--- src/rtl/heose_pkg.sv ---
`default_nettype none
// ----------------------------------------------------------------------------
// heose_pkg
// Types, codes and constants shared by the hold-then-ease-out scale envelope.
// ----------------------------------------------------------------------------
package heose_pkg;

   localparam int TIME_BITS_DEFAULT = 32;

   localparam int SCALE_W = 16;   // Q4.12 scale
   localparam int FRAC_W  = 16;   // Q0.16 shrink progress
   localparam int DIV_STEPS = FRAC_W;
   localparam int DIV_CNT_W = $clog2(DIV_STEPS);

   localparam logic [SCALE_W-1:0] ONE_Q12 = 16'h1000;

   localparam logic [15:0] PEAK_RESET   = 16'd12288;
   localparam logic [15:0] HOLD_RESET   = 16'd500;
   localparam logic [15:0] SHRINK_RESET = 16'd300;

   // register indexes
   localparam logic [1:0] CSR_PEAK   = 2'd0;
   localparam logic [1:0] CSR_HOLD   = 2'd1;
   localparam logic [1:0] CSR_SHRINK = 2'd2;

   // event kinds
   localparam logic [1:0] KIND_TRIGGER = 2'd0;
   localparam logic [1:0] KIND_TICK    = 2'd1;
   localparam logic [1:0] KIND_STOP    = 2'd2;

   // result actions
   localparam logic [1:0] ACT_NONE    = 2'd0;
   localparam logic [1:0] ACT_APPLY   = 2'd1;
   localparam logic [1:0] ACT_RESTORE = 2'd2;

   typedef struct packed {
      logic [1:0]  kind;
      logic [31:0] now_ms;
   } req_type;

   typedef struct packed {
      logic [1:0]         action;
      logic [SCALE_W-1:0] scale;
      logic               animating;
   } rsp_type;

   typedef enum logic [1:0] {
      MODE_IDLE,
      MODE_HOLD,
      MODE_SHRINK
   } mode_type;

   typedef enum logic [3:0] {
      FS_WAIT,
      FS_DECIDE,
      FS_DIV,
      FS_MUL_SQ,
      FS_MUL_CUBE,
      FS_MUL_LO,
      FS_MUL_HI,
      FS_SCALE,
      FS_SEND
   } fsm_type;

   typedef enum logic [1:0] {
      PH_KEEP,
      PH_NOW,
      PH_CLEAR
   } phase_op_type;

   typedef enum logic [1:0] {
      SC_KEEP,
      SC_PEAK,
      SC_ONE,
      SC_EASE
   } scale_op_type;

   typedef enum logic [2:0] {
      MO_NONE,
      MO_SQ,
      MO_CUBE,
      MO_LO,
      MO_HI
   } mul_op_type;

   typedef struct packed {
      logic         req_load;
      phase_op_type phase_op;
      scale_op_type scale_op;
      logic         div_init;
      logic         div_step;
      mul_op_type   mul_op;
      logic         rsp_load;
      logic [1:0]   action;
      logic         animating;
   } cmd_type;

   typedef struct packed {
      logic [1:0] kind;
      logic       hold_hit;
      logic       shrink_end;
   } status_type;

endpackage
`default_nettype wire

--- src/rtl/heose_ctrl.sv ---
`default_nettype none
// ----------------------------------------------------------------------------
// heose_ctrl
// Sequencer: envelope mode, event decode, divide/multiply sequencing and the
// result handshake.
// ----------------------------------------------------------------------------
module heose_ctrl (
   input  wire logic                 clock,
   input  wire logic                 reset,
   input  wire logic                 req_valid,
   output logic                      req_ready,
   output logic                      rsp_valid,
   input  wire logic                 rsp_ready,
   input  wire heose_pkg::status_type status,
   output heose_pkg::cmd_type        cmd
);

   heose_pkg::fsm_type  state_ff, state_in;
   heose_pkg::mode_type mode_ff, mode_in;
   logic [1:0]          action_ff, action_in;
   logic [heose_pkg::DIV_CNT_W-1:0] cnt_ff, cnt_in;
   logic                rsp_valid_ff, rsp_valid_in;
   logic                slot_free;

   assign slot_free = !rsp_valid_ff || rsp_ready;
   assign req_ready = (state_ff == heose_pkg::FS_WAIT);
   assign rsp_valid = rsp_valid_ff;

   always_ff @(posedge clock) begin
      if (reset) begin
         state_ff     <= heose_pkg::FS_WAIT;
         mode_ff      <= heose_pkg::MODE_IDLE;
         action_ff    <= heose_pkg::ACT_NONE;
         cnt_ff       <= '0;
         rsp_valid_ff <= 1'b0;
      end else begin
         state_ff     <= state_in;
         mode_ff      <= mode_in;
         action_ff    <= action_in;
         cnt_ff       <= cnt_in;
         rsp_valid_ff <= rsp_valid_in;
      end
   end

   // next state
   always_comb begin
      state_in = state_ff;
      case (state_ff)
         heose_pkg::FS_WAIT: begin
            if (req_valid) state_in = heose_pkg::FS_DECIDE;
         end
         heose_pkg::FS_DECIDE: begin
            if (status.kind == heose_pkg::KIND_TICK && mode_ff == heose_pkg::MODE_SHRINK
                && !status.shrink_end) begin
               state_in = heose_pkg::FS_DIV;
            end else begin
               state_in = heose_pkg::FS_SEND;
            end
         end
         heose_pkg::FS_DIV: begin
            if (cnt_ff == heose_pkg::DIV_CNT_W'(heose_pkg::DIV_STEPS - 1)) begin
               state_in = heose_pkg::FS_MUL_SQ;
            end
         end
         heose_pkg::FS_MUL_SQ:   state_in = heose_pkg::FS_MUL_CUBE;
         heose_pkg::FS_MUL_CUBE: state_in = heose_pkg::FS_MUL_LO;
         heose_pkg::FS_MUL_LO:   state_in = heose_pkg::FS_MUL_HI;
         heose_pkg::FS_MUL_HI:   state_in = heose_pkg::FS_SCALE;
         heose_pkg::FS_SCALE:    state_in = heose_pkg::FS_SEND;
         heose_pkg::FS_SEND: begin
            if (slot_free) state_in = heose_pkg::FS_WAIT;
         end
         default: state_in = heose_pkg::FS_WAIT;
      endcase
   end

   // outputs and mode update
   always_comb begin
      cmd          = '0;
      cmd.phase_op = heose_pkg::PH_KEEP;
      cmd.scale_op = heose_pkg::SC_KEEP;
      cmd.mul_op   = heose_pkg::MO_NONE;
      cmd.action    = action_ff;
      cmd.animating = (mode_ff != heose_pkg::MODE_IDLE);
      mode_in      = mode_ff;
      action_in    = action_ff;
      cnt_in       = cnt_ff;
      rsp_valid_in = rsp_valid_ff;
      if (rsp_ready) rsp_valid_in = 1'b0;

      case (state_ff)
         heose_pkg::FS_WAIT: begin
            cmd.req_load = req_valid;
         end
         heose_pkg::FS_DECIDE: begin
            action_in = heose_pkg::ACT_NONE;
            case (status.kind)
               heose_pkg::KIND_TRIGGER: begin
                  cmd.phase_op = heose_pkg::PH_NOW;
                  cmd.scale_op = heose_pkg::SC_PEAK;
                  mode_in      = heose_pkg::MODE_HOLD;
                  action_in    = heose_pkg::ACT_APPLY;
               end
               heose_pkg::KIND_TICK: begin
                  if (mode_ff == heose_pkg::MODE_HOLD) begin
                     if (status.hold_hit) begin
                        cmd.phase_op = heose_pkg::PH_NOW;
                        mode_in      = heose_pkg::MODE_SHRINK;
                     end
                  end else if (mode_ff == heose_pkg::MODE_SHRINK) begin
                     if (status.shrink_end) begin
                        cmd.scale_op = heose_pkg::SC_ONE;
                        mode_in      = heose_pkg::MODE_IDLE;
                        action_in    = heose_pkg::ACT_RESTORE;
                     end else begin
                        cmd.div_init = 1'b1;
                        cnt_in       = '0;
                        action_in    = heose_pkg::ACT_APPLY;
                     end
                  end
               end
               heose_pkg::KIND_STOP: begin
                  if (mode_ff != heose_pkg::MODE_IDLE) action_in = heose_pkg::ACT_RESTORE;
                  cmd.phase_op = heose_pkg::PH_CLEAR;
                  cmd.scale_op = heose_pkg::SC_ONE;
                  mode_in      = heose_pkg::MODE_IDLE;
               end
               default: ;  // unknown kind: report state unchanged
            endcase
         end
         heose_pkg::FS_DIV: begin
            cmd.div_step = 1'b1;
            cnt_in       = cnt_ff + 1'b1;
         end
         heose_pkg::FS_MUL_SQ:   cmd.mul_op = heose_pkg::MO_SQ;
         heose_pkg::FS_MUL_CUBE: cmd.mul_op = heose_pkg::MO_CUBE;
         heose_pkg::FS_MUL_LO:   cmd.mul_op = heose_pkg::MO_LO;
         heose_pkg::FS_MUL_HI:   cmd.mul_op = heose_pkg::MO_HI;
         heose_pkg::FS_SCALE:    cmd.scale_op = heose_pkg::SC_EASE;
         heose_pkg::FS_SEND: begin
            if (slot_free) begin
               cmd.rsp_load = 1'b1;
               rsp_valid_in = 1'b1;
            end
         end
         default: ;
      endcase
   end

endmodule
`default_nettype wire

--- src/rtl/heose_dp.sv ---
`default_nettype none
// ----------------------------------------------------------------------------
// heose_dp
// Datapath: request latch, phase timer, radix-2 divider for shrink progress,
// sequenced cubic ease-out multiplies and the result register.
// ----------------------------------------------------------------------------
module heose_dp #(
   parameter int TIME_BITS = heose_pkg::TIME_BITS_DEFAULT
) (
   input  wire logic                clock,
   input  wire logic                reset,
   input  wire heose_pkg::req_type  req_data,
   input  wire logic [15:0]         peak_scale,
   input  wire logic [15:0]         hold_ms,
   input  wire logic [15:0]         shrink_ms,
   input  wire heose_pkg::cmd_type  cmd,
   output heose_pkg::status_type    status,
   output heose_pkg::rsp_type       rsp_data
);

   localparam logic [48:0] CUBE_ONE = 49'h1_0000_0000_0000;  // 1.0 in Q0.48
   localparam logic [16:0] FRAC_ONE = 17'h1_0000;            // 1.0 in Q0.16

   logic [1:0]           kind_ff;
   logic [TIME_BITS-1:0] now_ff;
   logic [TIME_BITS-1:0] phase_ff;
   logic [15:0]          scale_ff;
   logic [15:0]          rem_ff;
   logic [15:0]          quo_ff;
   logic [32:0]          sq_ff;
   logic [48:0]          cube_ff;
   logic [39:0]          lo_ff;
   logic [39:0]          hi_ff;
   heose_pkg::rsp_type   rsp_ff;

   logic [TIME_BITS-1:0] elapsed;
   logic [15:0]          peak_eff;
   logic [15:0]          peak_delta;
   logic [16:0]          rem_shift;
   logic                 rem_ge;
   logic [16:0]          rem_sub;
   logic [16:0]          inv;
   logic [33:0]          sq_full;
   logic [49:0]          cube_full;
   logic [48:0]          eased;
   logic [39:0]          lo_full;
   logic [39:0]          hi_full;
   logic [40:0]          drop_sum;
   logic [15:0]          drop;

   assign elapsed    = now_ff - phase_ff;
   assign peak_eff   = (peak_scale < heose_pkg::ONE_Q12) ? heose_pkg::ONE_Q12 : peak_scale;
   assign peak_delta = peak_eff - heose_pkg::ONE_Q12;

   assign status.kind       = kind_ff;
   assign status.hold_hit   = (elapsed >= TIME_BITS'(hold_ms));
   assign status.shrink_end = (shrink_ms == 16'd0) || (elapsed >= TIME_BITS'(shrink_ms));

   // one restoring divide step: remainder stays below shrink_ms
   assign rem_shift = {rem_ff, 1'b0};
   assign rem_ge    = (rem_shift >= {1'b0, shrink_ms});
   assign rem_sub   = rem_shift - {1'b0, shrink_ms};

   assign inv       = FRAC_ONE - {1'b0, quo_ff};
   assign sq_full   = inv * inv;
   assign cube_full = sq_ff * inv;
   assign eased     = CUBE_ONE - cube_ff;
   assign lo_full   = eased[23:0] * peak_delta;
   assign hi_full   = eased[47:24] * peak_delta;
   // floor((hi*2^24 + lo) / 2^48)
   assign drop_sum  = {1'b0, hi_ff} + {25'd0, lo_ff[39:24]};
   assign drop      = drop_sum[39:24];

   always_ff @(posedge clock) begin
      if (cmd.req_load) begin
         kind_ff <= req_data.kind;
         now_ff  <= TIME_BITS'(req_data.now_ms);
      end
      if (cmd.div_init) begin
         rem_ff <= elapsed[15:0];
         quo_ff <= '0;
      end else if (cmd.div_step) begin
         rem_ff <= rem_ge ? rem_sub[15:0] : rem_shift[15:0];
         quo_ff <= {quo_ff[14:0], rem_ge};
      end
      case (cmd.mul_op)
         heose_pkg::MO_SQ:   sq_ff   <= sq_full[32:0];
         heose_pkg::MO_CUBE: cube_ff <= cube_full[48:0];
         heose_pkg::MO_LO:   lo_ff   <= lo_full;
         heose_pkg::MO_HI:   hi_ff   <= hi_full;
         default: ;
      endcase
      if (cmd.rsp_load) begin
         rsp_ff.action    <= cmd.action;
         rsp_ff.scale     <= scale_ff;
         rsp_ff.animating <= cmd.animating;
      end
   end

   always_ff @(posedge clock) begin
      if (reset) begin
         phase_ff <= '0;
         scale_ff <= heose_pkg::ONE_Q12;
      end else begin
         case (cmd.phase_op)
            heose_pkg::PH_NOW:   phase_ff <= now_ff;
            heose_pkg::PH_CLEAR: phase_ff <= '0;
            default: ;
         endcase
         case (cmd.scale_op)
            heose_pkg::SC_PEAK: scale_ff <= peak_eff;
            heose_pkg::SC_ONE:  scale_ff <= heose_pkg::ONE_Q12;
            heose_pkg::SC_EASE: scale_ff <= peak_eff - drop;
            default: ;
         endcase
      end
   end

   assign rsp_data = rsp_ff;

endmodule
`default_nettype wire

--- src/rtl/hold_then_ease_out_scale_envelope.sv ---
`default_nettype none
// Requests are handled one at a time: req_ready is high only in the wait state.
// Trigger, stop, hold ticks and the final shrink tick go through decide and send;
// a shrink tick that eases also runs the 16-step radix-2 divider and four
// sequenced multiplies. A result still waiting in the output register holds off
// the next request.
// Reset (synchronous): mode idle, scale 1.0, phase start 0, registers to defaults.
// ----------------------------------------------------------------------------
// hold_then_ease_out_scale_envelope
// Trigger/tick/stop driven scale envelope: hold at peak, then cubic ease-out
// back to 1.0 (Q4.12).
// ----------------------------------------------------------------------------
module hold_then_ease_out_scale_envelope #(
   parameter int TIME_BITS = heose_pkg::TIME_BITS_DEFAULT
) (
   input  wire logic                clock,
   input  wire logic                reset,
   input  wire logic                req_valid,
   output logic                     req_ready,
   input  wire heose_pkg::req_type  req_data,
   output logic                     rsp_valid,
   input  wire logic                rsp_ready,
   output heose_pkg::rsp_type       rsp_data,
   input  wire logic                csr_valid,
   output logic                     csr_ready,
   input  wire logic [1:0]          csr_index,
   input  wire logic [15:0]         csr_wdata
);

   logic [15:0] peak_ff;
   logic [15:0] hold_ff;
   logic [15:0] shrink_ff;

   heose_pkg::cmd_type    cmd;
   heose_pkg::status_type status;

   assign csr_ready = 1'b1;

   always_ff @(posedge clock) begin
      if (reset) begin
         peak_ff   <= heose_pkg::PEAK_RESET;
         hold_ff   <= heose_pkg::HOLD_RESET;
         shrink_ff <= heose_pkg::SHRINK_RESET;
      end else if (csr_valid) begin
         case (csr_index)
            heose_pkg::CSR_PEAK:   peak_ff   <= csr_wdata;
            heose_pkg::CSR_HOLD:   hold_ff   <= csr_wdata;
            heose_pkg::CSR_SHRINK: shrink_ff <= csr_wdata;
            default: ;
         endcase
      end
   end

   heose_ctrl u_ctrl (
      .clock     (clock),
      .reset     (reset),
      .req_valid (req_valid),
      .req_ready (req_ready),
      .rsp_valid (rsp_valid),
      .rsp_ready (rsp_ready),
      .status    (status),
      .cmd       (cmd)
   );

   heose_dp #(
      .TIME_BITS (TIME_BITS)
   ) u_dp (
      .clock      (clock),
      .reset      (reset),
      .req_data   (req_data),
      .peak_scale (peak_ff),
      .hold_ms    (hold_ff),
      .shrink_ms  (shrink_ff),
      .cmd        (cmd),
      .status     (status),
      .rsp_data   (rsp_data)
   );

endmodule
`default_nettype wire

--- config.mk ---
export PLATFORM = sky130hd
export DESIGN_NAME = hold_then_ease_out_scale_envelope
export DESIGN_NICKNAME = d
export VERILOG_FILES = /design/src/rtl/heose_pkg.sv /design/src/rtl/heose_ctrl.sv /design/src/rtl/heose_dp.sv /design/src/rtl/hold_then_ease_out_scale_envelope.sv
export SDC_FILE = /design/constraint.sdc
export NUM_CORES = 2
export LEC_CHECK = 0
export BUFFER_PORTS_ARGS = -buffer_cell sky130_fd_sc_hd__buf_2
export CORE_ASPECT_RATIO = 0.5
export CORE_MARGIN = 5
export CORE_UTILIZATION = 29
export DETAILED_ROUTE_END_ITERATION = 10
export HOLD_SLACK_MARGIN = 0.06
export PLACE_DENSITY = 0.5
export SLEW_MARGIN = 20
export SYNTH_ARGS = -nofsm -noshare
export SYNTH_HDL_FRONTEND = slang
export SYNTH_SLANG_ARGS = --single-unit
--- constraint.sdc ---
create_clock -name clock -period 8.4 [get_ports clock]
set_input_delay 2.1 -clock clock [delete_from_list [all_inputs] [get_ports clock]]
set_output_delay 2.1 -clock clock [all_outputs]
set_load 0.005 [all_outputs]
After elaboration in Yosys (flattened, before gate mapping)
Index checks and enable logic that the tools add are counted.

Input port bits: 57. Word-level logic and storage cells: 138. Output and inout bits: 22. Flip-flop bits (word level): 355.

Add/sub/neg operators: 8. Mux-type cells: 45. Eq/ne operators: 34. Reductions and logical operators: 22. Order comparisons: 4. Multiply operators: 4.

Operator list (count): multiplier 24 x 16 -> 40 bit (2); >= comparator 32 x 16 -> 1 bit (2); two-way mux 16 bit (4); case mux 32 bit (2 select lines) (1); multiplier 33 x 17 -> 48 bit (1); case mux 16 bit (3 select lines) (1); subtractor 1 x 48 -> 48 bit (first input constant) (1); adder 40 x 16 -> 40 bit (1); case mux 4 bit (9 select lines) (1); multiplier 17 x 17 -> 33 bit (1); two-way mux 4 bit (8); subtractor 16 bit (2); subtractor 32 bit (1); two-way mux 2 bit (10); >= comparator 17 x 16 -> 1 bit (1); subtractor 17 x 16 -> 17 bit (first input constant) (1); equality test 4 x 3 -> 1 bit (second input constant) (4); zero test 16 bit (1); < comparator 16 x 13 -> 1 bit (second input constant) (1); subtractor 16 x 13 -> 16 bit (second input constant) (1); equality test 2 bit (second input constant) (6); two-way mux 1 bit (12); case mux 2 bit (3 select lines) (2); case mux 3 bit (4 select lines) (1); other kinds (26) (51).

Longest topological paths before layout
Depth in word-level cells: 10. Depth in mapped cells: 36. Depth with buffers taken out: 34.

Modules after synthesis
Synthesis repeated with hierarchy kept, for this count alone.

Cell total of the unflattened synthesis: 7175. Area total of the unflattened synthesis: 65193.8 µm².

By module, submodules not included: heose_dp (seq. area each 7437.1 µm², area an instance 62348.5 µm², instances 1, cells an instance 6880); hold_then_ease_out_scale_envelope (seq. area each 960.9 µm², area an instance 1979.4 µm², instances 1, cells an instance 190); heose_ctrl (seq. area each 260.2 µm², area an instance 865.8 µm², instances 1, cells an instance 105).

Worst setup path after synthesis
OpenSTA, ideal clock, no wires.

Kind: flip-flop to flip-flop. From: register u_dp.cube_ff[4]. To: register u_dp.hi_ff[38], data pin. Arrival time: 8.890 ns. Buffers on the path: 2. Stages on the path, launching flop included: 36. Clock period less this slack: 9.148 ns. Slack: -0.748 ns. Library setup time: 0.258 ns. Cell sequence: edfxtp_1 or4_4 nor4_2 and2_2 nand2b_1 or4_1 buf_2 nor3_4 nand3_4 or3_4 xor2_1 clkbuf_1 nand2_1 fa_1 inv_1 fa_1 inv_1 fa_1 inv_1 fa_1 fa_1 inv_1 fa_1 inv_1 ha_1 and3_1 and3_1 o21a_1 a211oi_1 o21ai_0 a211oi_1 o31ai_1 o41ai_1 o21bai_1 a21oi_1 xnor2_1.

Cells in the longest elaborated chain, start to end: 2.

RTL lines: start: declaration (line heose_dp.sv:31) `logic [48:0] cube_ff;`; start signal: assignment (line heose_dp.sv:88) `heose_pkg::MO_CUBE: cube_ff <= cube_full[48:0];`; subtractor 1 x 48 -> 48 bit (line heose_dp.sv:67) `assign eased = CUBE_ONE - cube_ff;`; multiplier 24 x 16 -> 40 bit (line heose_dp.sv:69) `assign hi_full = eased[47:24] * peak_delta;`; via u_dp.hi_full[38] (line heose_dp.sv:47) `logic [39:0] hi_full;`; end signal: assignment (line heose_dp.sv:90) `heose_pkg::MO_HI: hi_ff <= hi_full;`; end: declaration (line heose_dp.sv:33) `logic [39:0] hi_ff;`.

The timed path passes the listed nets, and every way through them passes these cells. A chain may end at the register's enable or synchronous reset.

Final worst setup path
From: register u_dp.cube_ff[3]. To: register u_dp.hi_ff[39], data pin.

Same word-level chain as after synthesis.

==> impl.org <==
** Global route
- Entering global routing, the biggest net connects 58 pins.
- GRT Util Overall :: 0.165
- Number of global-route vias before repair :: 52308
- First-pass GRT wire length :: 307000 um
- Total overflow reported by the global router :: 0
- Initial antenna violation count :: 4

** Critical path
- Cell class contributing the biggest share of worst-path delay :: adder cells
- Cell seen most often among critical-path stages :: sky130_fd_sc_hd__fa_1
- The slowest stage of the critical path is the sky130_fd_sc_hd__or4_4 cell.
- Required time of the critical path :: 8.79 ns
- The number of buffers and inverters on the critical path is 5.
- The critical path in this run is classified as reg -> reg.
- For this run, the slowest stage of the critical path takes 0.57 ns.
- Critical Path Source Type :: flip-flop
- Data arrives at the worst endpoint at 9.07 ns.
- In this run the worst path has a maximum fanout of 4.
- Type of element capturing the critical path :: flip-flop

** Clocking
- Clock buffers created by TritonCTS :: 42
- The root buffer cell chosen for the clock tree is sky130_fd_sc_hd__clkbuf_16.
- Counting along the longest clock path gives a buffer depth of 3.
- Htree depth :: 2
- CTS saw 330 sinks.
- Clock network latency to the later pin of the worst-skew pair :: 0.64 ns
- Clock-pin slew was measured on the worst setup and hold paths at 0.06 ns.
- TritonCTS built the clock tree.

** Floorplan
- The die covers 236000 sq um.
- Die Span Y :: 346 um
- Placement Rows :: 123
- Number of I/O pins :: 79
- Placeable Area :: 225000 sq um
- The floorplan step set the die width to 682 um.
- Starting utilization of the core area :: 0.291

** Synthesis
- Each instance of the synthesized netlist takes up on average 8.89 sq um.
- Proportion of synthesized chip area in sequential cells :: 0.132
- The most used flip-flop cell after synthesis is sky130_fd_sc_hd__edfxtp_1.
- Area of the mapped netlist :: 65500 sq um
- In this run, distinct cell masters in the synthesized netlist total 87.
- The Yosys step of the flow raised 0 warnings.
- Count of state elements after synthesis :: 330
- Of all flip-flops after synthesis, the portion carrying an async set or reset was 0.
- Synthesis produced 7365 cells.
- Counting flops with a built-in enable in the synthesized netlist gives 205.

** STA
- Maximum achievable frequency :: 115 MHz
- Final hold violations :: 0
- Pins Over Slew Limit :: 0
- # setup viols final :: 18
- In the finished design, the share of the clock period the worst path needs comes to 1.03.
- Headroom to the max-slew limit came out at 0.290.
- Slew at the pin with the worst max-slew slack :: 1.07 ns
- Fin Clk Skew :: 0.0387 ns
- For the finished layout, the period the worst path requires is 8.68 ns.
- Across all setup checks in the final design, the least slack found is -0.283 ns.
- RSZ-0062 raised after global routing :: true

** Final layout
- At the end of the flow, the number of nets in the layout was 9652.
- Area growth, synth to finish :: 15.8%
- Layout fillers :: 23486
- Final Cell Area :: 75800 sq um
- Of the cells placed in the final design, the portion with a size suffix greater than 1 is 0.115.

** Routing
- Via-per-instance ratio :: 4.59
- For this run, design rule violations remaining after detail routing come to 0.
- Post-route antenna net violation count :: 0
- Final routed wire length divided by cell count :: 17.9 um
- Summed over all layers, the routed wires come to 194000 um.
- Before antenna repair, the detailed router went through 6 iterations.
- Iteration-0 DRC count of the detailed router :: 2970
- The routed layout has 49605 vias.

** Run status
- The final reports fail on negative setup slack.
- Run status :: finished, violations left

** Min path
- The worst hold path belongs to the class reg -> reg.

** Placed design
- Count of buffers inserted at the top-level ports :: 77
- At the end of routability-driven placement, the weighted congestion stood at 0.903.
- Post-detailed-placement half-perimeter wirelength :: 156000 um
- Summing all placed instances gives a cell area of 72900 sq um.
- Pre-CTS setup slack :: -0.601 ns

** Run
- Count of max-cap constraint violations :: 0
==> cell usage after synthesis, types with 14 or more instances <==
cell                        instances  area share
sky130_fd_sc_hd__a211o_1           17      0.0023
sky130_fd_sc_hd__a211oi_1          39      0.0045
sky130_fd_sc_hd__a21o_1            68      0.0078
sky130_fd_sc_hd__a21oi_1          200       0.015
sky130_fd_sc_hd__a22oi_1           32      0.0037
sky130_fd_sc_hd__a2bb2oi_1         14      0.0019
sky130_fd_sc_hd__a31oi_1           19      0.0018
sky130_fd_sc_hd__and2_1           201       0.019
sky130_fd_sc_hd__and3_1            27      0.0026
sky130_fd_sc_hd__buf_1             26      0.0015
sky130_fd_sc_hd__clkbuf_1         242       0.014
sky130_fd_sc_hd__dfxtp_1          125       0.038
sky130_fd_sc_hd__edfxtp_1         205       0.094
sky130_fd_sc_hd__fa_1            1266        0.39
sky130_fd_sc_hd__ha_1             557        0.11
sky130_fd_sc_hd__inv_1           1666       0.096
sky130_fd_sc_hd__mux2i_1           16      0.0024
sky130_fd_sc_hd__nand2_1         1167       0.067
sky130_fd_sc_hd__nand2b_1          54      0.0052
sky130_fd_sc_hd__nand3_1           70      0.0054
sky130_fd_sc_hd__nand3b_1          17      0.0019
sky130_fd_sc_hd__nand4_1           32      0.0031
sky130_fd_sc_hd__nor2_1           523       0.030
sky130_fd_sc_hd__nor2b_1           31      0.0030
sky130_fd_sc_hd__nor3_1            67      0.0051
sky130_fd_sc_hd__nor4_1            28      0.0027
sky130_fd_sc_hd__o211ai_1          17      0.0019
sky130_fd_sc_hd__o21a_1            35      0.0040
sky130_fd_sc_hd__o21ai_0           91      0.0070
sky130_fd_sc_hd__o21bai_1          23      0.0026
sky130_fd_sc_hd__or2_2             14      0.0013
sky130_fd_sc_hd__or3_1             36      0.0034
sky130_fd_sc_hd__xnor2_1          187       0.025
sky130_fd_sc_hd__xor2_1            96       0.013
==> cells by family after synthesis <==
family	after synthesis	synth area share
AOI/OAI and AO/OA	640	0.0640
xor gates and xnor gates	286	0.0389
adders and majority gates	1823	0.494
buffers and inverters	1957	0.112
DFF	330	0.132
muxes	24	0.00382
other	2	0.000115
and+or+nand+nor	2303	0.155
==> placed cells by master, fill, tap and decap left out, types with 56 or more instances in the layout <==
cell                       synthesis  final
sky130_fd_sc_hd__buf_4             1    494
sky130_fd_sc_hd__inv_1          1666   1655
sky130_fd_sc_hd__xor2_1           96     85
sky130_fd_sc_hd__dfxtp_1         125    123
sky130_fd_sc_hd__a21oi_1         200    186
sky130_fd_sc_hd__nand2_1        1167   1155
sky130_fd_sc_hd__ha_1            557    538
sky130_fd_sc_hd__fa_1           1266   1254
sky130_fd_sc_hd__nor2_1          523    513
sky130_fd_sc_hd__edfxtp_1        205    205
sky130_fd_sc_hd__a21o_1           68     68
sky130_fd_sc_hd__buf_2             8     76
sky130_fd_sc_hd__and2_1          201    200
sky130_fd_sc_hd__nor3_1           67     56
sky130_fd_sc_hd__nand3_1          70     67
sky130_fd_sc_hd__xnor2_1         187    176
sky130_fd_sc_hd__o21ai_0          91     80
==> path summary, 6_finish.rpt <==
path,endpoint,start,depth (start not counted),slack [ns]
hold reg to reg,u_dp.rsp_data[15]$_DFFE_PP_,u_dp.scale_ff[14]$_SDFFE_PP0P_,0,0.43
hold / removal,u_dp.rsp_data[15]$_DFFE_PP_,u_dp.scale_ff[14]$_SDFFE_PP0P_,0,0.43
setup / recovery,u_dp.hi_ff[39]$_DFFE_PN_,u_dp.cube_ff[3]$_DFFE_PN_,34,-0.28
setup reg to reg,u_dp.hi_ff[39]$_DFFE_PN_,u_dp.cube_ff[3]$_DFFE_PN_,34,-0.28
==> sequential cells by signal, indices dropped and copies added, names as in the netlist, 4 cells and up <==
name,count
u_dp.sq_ff,32
u_ctrl.cnt_ff,4
shrink_ff,16
u_dp.now_ff,32
u_dp.rem_ff,16
u_dp.lo_ff,16
u_dp.cube_ff,48
u_dp.scale_ff,16
u_dp.hi_ff,40
u_dp.quo_ff,16
u_dp.rsp_data,19
u_ctrl.state_ff,4
peak_ff,16
u_dp.phase_ff,32
hold_ff,16
==> cell type report <==
class | count | area (sq um) | share of cell area
well taps | 3000 | 3750 | 0.0495
inverters | 1679 | 6310 | 0.0832
flip-flops and latches | 330 | 8660 | 0.114
diodes | 2 | 5.00 | 0.0000661
clock buffers | 53 | 1170 | 0.0154
clock inverters | 25 | 434 | 0.00573
multi-input cells | 5102 | 50600 | 0.668
repair buffers | 617 | 4860 | 0.0641
==> stage by stage <==
stage | instances | setup TNS [ns] | hold slack (ns) | utilization
after CTS | 10790 | -2.19 | 0.426 | 0.335
after floorplan | 7389 | -0.764 | 0.408 | -
after global placement | 10681 | -6.75 | 0.414 | 0.325
after global routing | 10808 | -10.82 | 0.448 | 0.337
final | 10808 | -2.08 | 0.429 | 0.337
after detailed placement | 10681 | -8.73 | 0.414 | 0.325
==> timing repair <==
action                     4_1_cts  5_1_grt
pin swaps                       50       55
buffers inserted                34       18
hold buffers                     0        0
setup endpoints to repair       32       47
cloned                           1        2
gates resized for setup        101       73
==> metal layers <==
metal / up-vias / wire [um] / part of all wire / track usage
li1: 23148 / - / - / -
met4: 0 / 4170 / 0.021 / 0.0321
met5: - / 0 / 0 / 0
met2: 1158 / 87400 / 0.45 / 0.263
met3: 187 / 10300 / 0.053 / 0.0204
met1: 25112 / 92100 / 0.47 / 0.240
Power is not shown: default switching activity piles up to over one toggle a cycle in this logic, so the estimate is an artifact.
